<file path="src/hdl/dllm_pkg.sv">
// Shared types and constants of the doubly linked list manager.
// Holds the operation codes, controller states and the command/status structs.
// No dependencies.
package dllm_pkg;

  localparam int unsigned NodeW    = 8;
  localparam int unsigned CountW   = 9;
  localparam int unsigned FuncW    = 3;
  localparam int unsigned InDataW  = 8;
  localparam int unsigned InUserW  = 4;
  localparam int unsigned OutDataW = 24;
  localparam int unsigned OutUserW = 1;

  typedef enum logic [FuncW-1:0] {
    FN_CLEAR        = 3'd0,
    FN_ADD_FRONT    = 3'd1,
    FN_ADD_BACK     = 3'd2,
    FN_REMOVE_NODE  = 3'd3,
    FN_REMOVE_FRONT = 3'd4,
    FN_REMOVE_BACK  = 3'd5,
    FN_GET_FIRST    = 3'd6,
    FN_GET_NEXT     = 3'd7
  } func_e;

  typedef enum logic [2:0] {
    ST_IDLE,
    ST_EXEC,
    ST_LINK2,
    ST_UNLINK,
    ST_WIPE,
    ST_FIN
  } state_e;

  // Controller to datapath: one strobe per step of an operation.
  typedef struct packed {
    logic req_load;
    logic exec;
    logic link2;
    logic unlink;
    logic wipe;
    logic out_load;
  } cmd_t;

  // Datapath to controller.
  typedef struct packed {
    func_e func;
    logic  node_null;
    logic  head_none;
    logic  tail_none;
    logic  out_stall;
  } sts_t;

endpackage

</file>
<file path="src/hdl/dllm_ctrl.sv">
// Controller of the doubly linked list manager: sequences each request
// through execute, link, unlink and wipe steps. Depends on dllm_pkg.
module dllm_ctrl (
  input  logic           clk_i,
  input  logic           rst_ni,
  input  logic           s_valid_i,
  output logic           s_ready_o,
  input  dllm_pkg::sts_t sts_i,
  output dllm_pkg::cmd_t cmd_o
);

  dllm_pkg::state_e state_q, state_d;

  always_ff @(posedge clk_i or negedge rst_ni) begin
    if (!rst_ni) begin
      state_q <= dllm_pkg::ST_IDLE;
    end else begin
      state_q <= state_d;
    end
  end

  always_comb begin
    state_d = state_q;
    cmd_o   = '0;
    unique case (state_q)
      dllm_pkg::ST_IDLE: begin
        cmd_o.req_load = s_valid_i;
        if (s_valid_i) begin
          state_d = dllm_pkg::ST_EXEC;
        end
      end
      dllm_pkg::ST_EXEC: begin
        cmd_o.exec = 1'b1;
        case (sts_i.func) inside
          dllm_pkg::FN_ADD_FRONT: begin
            state_d = (sts_i.node_null || sts_i.head_none) ? dllm_pkg::ST_FIN
                                                           : dllm_pkg::ST_LINK2;
          end
          dllm_pkg::FN_ADD_BACK: begin
            state_d = (sts_i.node_null || sts_i.tail_none) ? dllm_pkg::ST_FIN
                                                           : dllm_pkg::ST_LINK2;
          end
          dllm_pkg::FN_REMOVE_NODE, dllm_pkg::FN_GET_NEXT: begin
            state_d = sts_i.node_null ? dllm_pkg::ST_FIN : dllm_pkg::ST_UNLINK;
          end
          dllm_pkg::FN_REMOVE_FRONT: begin
            state_d = sts_i.head_none ? dllm_pkg::ST_FIN : dllm_pkg::ST_UNLINK;
          end
          dllm_pkg::FN_REMOVE_BACK: begin
            state_d = sts_i.tail_none ? dllm_pkg::ST_FIN : dllm_pkg::ST_UNLINK;
          end
          default: begin
            state_d = dllm_pkg::ST_FIN;
          end
        endcase
      end
      dllm_pkg::ST_LINK2: begin
        cmd_o.link2 = 1'b1;
        state_d     = dllm_pkg::ST_FIN;
      end
      dllm_pkg::ST_UNLINK: begin
        cmd_o.unlink = 1'b1;
        state_d = (sts_i.func == dllm_pkg::FN_GET_NEXT) ? dllm_pkg::ST_FIN
                                                        : dllm_pkg::ST_WIPE;
      end
      dllm_pkg::ST_WIPE: begin
        cmd_o.wipe = 1'b1;
        state_d    = dllm_pkg::ST_FIN;
      end
      dllm_pkg::ST_FIN: begin
        if (!sts_i.out_stall) begin
          cmd_o.out_load = 1'b1;
          state_d        = dllm_pkg::ST_IDLE;
        end
      end
      default: begin
        state_d = dllm_pkg::ST_IDLE;
      end
    endcase
  end

  assign s_ready_o = (state_q == dllm_pkg::ST_IDLE);

endmodule

</file>
<file path="config.mk">
export PLATFORM = sky130hd
export DESIGN_NAME = dllm_ctrl
export DESIGN_NICKNAME = d
export VERILOG_FILES = /design/src/hdl/dllm_pkg.sv /design/src/hdl/dllm_ctrl.sv
export SDC_FILE = /design/constraint.sdc
export NUM_CORES = 1
export LEC_CHECK = 0
export BUFFER_PORTS_ARGS = -buffer_cell sky130_fd_sc_hd__buf_2
export CORE_AREA = 2 2 39 41
export CTS_BUF_LIST = sky130_fd_sc_hd__clkbuf_2 sky130_fd_sc_hd__clkbuf_4 sky130_fd_sc_hd__clkbuf_8
export CTS_CLUSTER_DIAMETER = 30
export DETAILED_ROUTE_END_ITERATION = 12
export DIE_AREA = 0 0 41 43
export PLACE_DENSITY_LB_ADDON = 0.1
export SYNTH_ARGS = -nofsm -noshare
export SYNTH_HDL_FRONTEND = slang
export SYNTH_SLANG_ARGS = --single-unit
</file>
<file path="constraint.sdc">
create_clock -name clk_i -period 3.6 [get_ports clk_i]
set_input_delay 0.36 -clock clk_i [delete_from_list [all_inputs] [get_ports clk_i]]
set_output_delay 0.36 -clock clk_i [all_outputs]
set_load 0.01 [all_outputs]
</file>
==> After elaboration in Yosys (flattened, before gate mapping) <==
Cells that the tools add are included.
{ "word_totals": {"out_inout_bits": 7, "in_bits": 10, "register_bits": 3} }
{ "classes": {"eq_ne": 13, "reduce_logical": 6, "n_mux": 21} }
{ "ops": {"columns": ["op", "n"], "rows": [
  ["$mux W3", 12],
  ["$eq A3 B3 Y1 const B", 5],
  ["$pmux W3 S5", 1],
  ["$eq A3 B2 Y1 const B", 4],
  ["$mux W1", 8],
  ["$eq A3 B1 Y1 const B", 2],
  ["$ne A2 B2 Y1 const B", 2],
  ["$reduce_or A2 Y1", 2],
  ["$logic_not A3 Y1", 1],
  ["$logic_or A1 B1 Y1", 2],
  ["$reduce_and A2 Y1", 1]
]} }

==> Depth between registers and ports, before layout <==
{ "logic_depth": {"ltp_word": 7, "ltp_mapped": 4, "depth_no_buf": 3} }

==> Least setup slack after synthesis <==
OpenSTA, ideal clock, no wires.
{ "synth_path": {"path_kind": "reg-to-output", "start": "register state_q[1]", "end": "output cmd_o[5] (netlist bit)", "setup_slack_ns": 2.128, "stages_incl_launch_ff": 4, "required_ns": 3.240, "t_arrival_ns": 1.112, "cell_sequence": "dfrtp_1 clkbuf_1 nor3_1 and2_1"} }
{ "synth_rtl": {"columns": ["element", "line", "text"], "rows": [
  ["start: declaration", "dllm_ctrl.sv:12", "dllm_pkg::state_e state_q, state_d;"],
  ["start signal: assignment", "dllm_ctrl.sv:16", "state_q <= dllm_pkg::ST_IDLE;"],
  ["start signal: assignment", "dllm_ctrl.sv:18", "state_q <= state_d;"],
  ["end: declaration", "dllm_ctrl.sv:9", "output dllm_pkg::cmd_t cmd_o"]
]} }

==> impl_metrics.ini <==
[timing]
tightestPinTransition_ps = 379.6
final.setup.worst_slack_ps = 1941
max_freq_mhz = 602.9
setup-violations-final = 0
report.final.hold_viol_count = 0
final_max_slew_viol_count = 0
clock_skew_ps = 0.6420
layout_min_cycle_time_ps = 1659
grt_setup_unrepaired = false
final.period_utilization_pct = 46.07
slew-limit-headroom_pct = 74.69
setup_total_negative_slack_ps = 0

[finish]
n_antenna_cell = 0
highest_count_cells_in_the_layout_ignoring_fill_and_taps = buf_2, clkbuf_4, nand2b_1, nor2b_1, dfrtp_1
share_of_final_layout_standard_cells_stronger_than_drive_strength_1_pct = 42.11
sequential_cell_area_um2 = 75.07
layout.nets = 68
areaGrowthSynthToFinish_pct = 37.45
final_common_cell = buf_2
post-route-util_pct = 34.18
top_regs = state_q (3)
post-route-cell-area_um2 = 473.0
largest_register = state_q
filler_cell_count = 145
largest_reg_flops = 3
multi_input_gate_area_in_the_final_layout_um2 = 254.0

[drt]
drt_pre_antenna_iters = 4
via_count = 366
vias_per_cell = 5.014
final_routed_drc_violation_total = 0
first_iter_violations = 7
mean_routed_wirelength_per_cell_um = 11.55
detail-route-antenna-nets = 0
detail_route.wirelength_um = 843

[synthesis]
syn_nets = 49
seq_area_frac_synth_pct = 21.82
synth_edf_count = 0
synth.mux.area_fraction_pct = 3.273
synth_ff_type = dfrtp_1
synth.area.top_cells = dfrtp_1, a2111oi_4, nand2b_1, nor2b_1, nor3b_1
synth_fa_ha_area_share_pct = 0
synth-compound-area-share_pct = 33.45
synth_xor_xnor_area_share_pct = 0
synth_top_area_cell = dfrtp_1
synth_top_family_by_area = simple AND/OR/NAND/NOR gates
async_flop_share_pct = 100.0
ys_warn_count = 0
postSynthCellCount = 39
synth_simple_gate_area_share_pct = 37.09
synthDistinctLibCells = 29
syn_avg_cell_area_um2 = 8.823
netlist_area_um2 = 344.1
synth.ff_latch_count = 3
yosysTopAreaCellShare_pct = 21.82

[critical_path]
critical_path_arrival_ps = 1300
slowest_stage = dfrtp_1
path_class = reg2out
timing.critical_path.mode_cell = nor2b_1
worst-r2r-setup-slack_ps = 2300
crit-reg2reg-launch = state_q[1]
required_ps = 3240
cp-end-kind = output pin
timing.critical_path.slowest_cell_delay_ps = 560
start_kind = register
worst_r2r_path_depth = 3
reg2reg_to = state_q[2]
crit_fanout = 12
worstPathCellList = nor2b_1 > nor2b_1 > buf_2

[floorplan]
rows = 14
die_height_um = 43
die_area_um2 = 1763
effective_utilization_at_floorplan_pct = 24.86
die_x_um = 41
num_io_pins = 17
core_area_um2 = 1384

[power]
worst_voltage_drop_across_the_vdd_grid_mv = 0.2709
total_leakage_power_nw = 0.2076
p_int_w = 0.0001694
power.sequential.fraction_pct = 30.1
finalPower_w = 0.0002924
power.switching_fraction_pct = 42.05
power.share.clock_pct = 23.1
relative_contribution_of_combinational_cells_to_total_power_pct = 46.8
p_switching_w = 0.0001230
powerDensity_nw_per_um2 = 618.2

[grt]
global_route.usage.met1_pct = 16.83
groute.layer.met2.usage_pct = 15.31
grt_start_max_net_pins = 13
grt_pass1_vias = 326
track_usage_pct = 11.67
globalRoute.totalOverflow = 0
top_usage_layer = met1
met3_track_demand_over_resource_pct = 6.283
number_of_antenna_violations_at_the_first_check_in_global_routing = 0
grt_pass1_wl_um = 1407

[min_path]
holdCritPathClass = in2async

[flow_run]
max_cap_violations = 0

[outcome]
outcome = completed

[placed_design]
numPortBuffers = 16
dpl_cell_area_um2 = 432.9
pre_cts_ws_ps = 2115
globalplace.congestion = 0.7126
post-dp-hpwl_um = 648.5

[cts]
tritoncts = done
cts.sinks = 3
cts_max_level = 1
post_cts_resize_count = 0
clk-insertion-delay-late_ps = 230
clk_pin_slew_ps = 40
worst_case_clock_buffer_depth = 2
clockRootBuffer = clkbuf_4
cts_inserted_buffers = 3
-- critical path: cells and delay by family (launching register included) --
family                 cells  cell delay, ps
buffers and inverters      1             130
DFF                        1             560
and+or+nand+nor            2             370
-- through the flow --
stage,instances,hold slack (ps)
floorplan,39,64.41
global placement,68,160.5
detailed placement,68,159.6
CTS,73,447.5
global route,73,459.9
finish,73,451.4
-- worst max-delay path by stage --
stage                 endpoint  depth (start not counted)  startpoint
floorplan             cmd_o[5]                          3  state_q[1]
global placement    state_q[0]                          4    sts_i[5]
detailed placement  state_q[0]                          4    sts_i[5]
CTS                   cmd_o[0]                          3  state_q[2]
global route          cmd_o[0]                          3  state_q[2]
finish                cmd_o[0]                          3  state_q[2]
-- Yosys cell counts (all sizes together), types with 2 or more instances --
cell    number
clkbuf       3
dfrtp        3
nand2b       3
nor2b        3
nor3b        2
o21a         2
or3b         2
-- metal layers --
metal / vias to the layer above / part of all wire [%]
li1: 188 / -
met4: 0 / 0
met1: 165 / 51
met5: - / 0
met3: 0 / 5.8
met2: 13 / 43
-- power groups by stage --
stage / sequential [W] / clock (W) / combinational [W]
after CTS: 0.0000870 / 0.0000702 / 0.000139
after global routing: 0.0000952 / 0.0000720 / 0.000152
after floorplan: 0.0000530 / 0 / 0.000126
final: 0.0000879 / 0.0000675 / 0.000137
after detailed placement: 0.0000874 / 0 / 0.000137
after global placement: 0.0000896 / 0 / 0.000142
-- area by class of cell --
class	count	area share (%)
clock buffer	4	6.349
inverter	1	0.7937
multi-input combinational	32	53.70
sequential	3	15.87
tap	16	4.233
timing repair buffer	17	19.05
-- kinds of logic (layout without fill, tap and decap cells) --
logic type	Yosys count	after routing
compound gates	12	12
buf+inv	4	22
flops	3	3
mux	1	1
simple gates	19	19
-- what timing repair did --
action / 4_1_cts / 5_1_grt
buffers inserted: 0 / 0
hold buffers: 1 / 0
hold endpoints to repair: 3 / 0
setup endpoints to repair: 0 / 0
(Power assumes the default switching activity.)
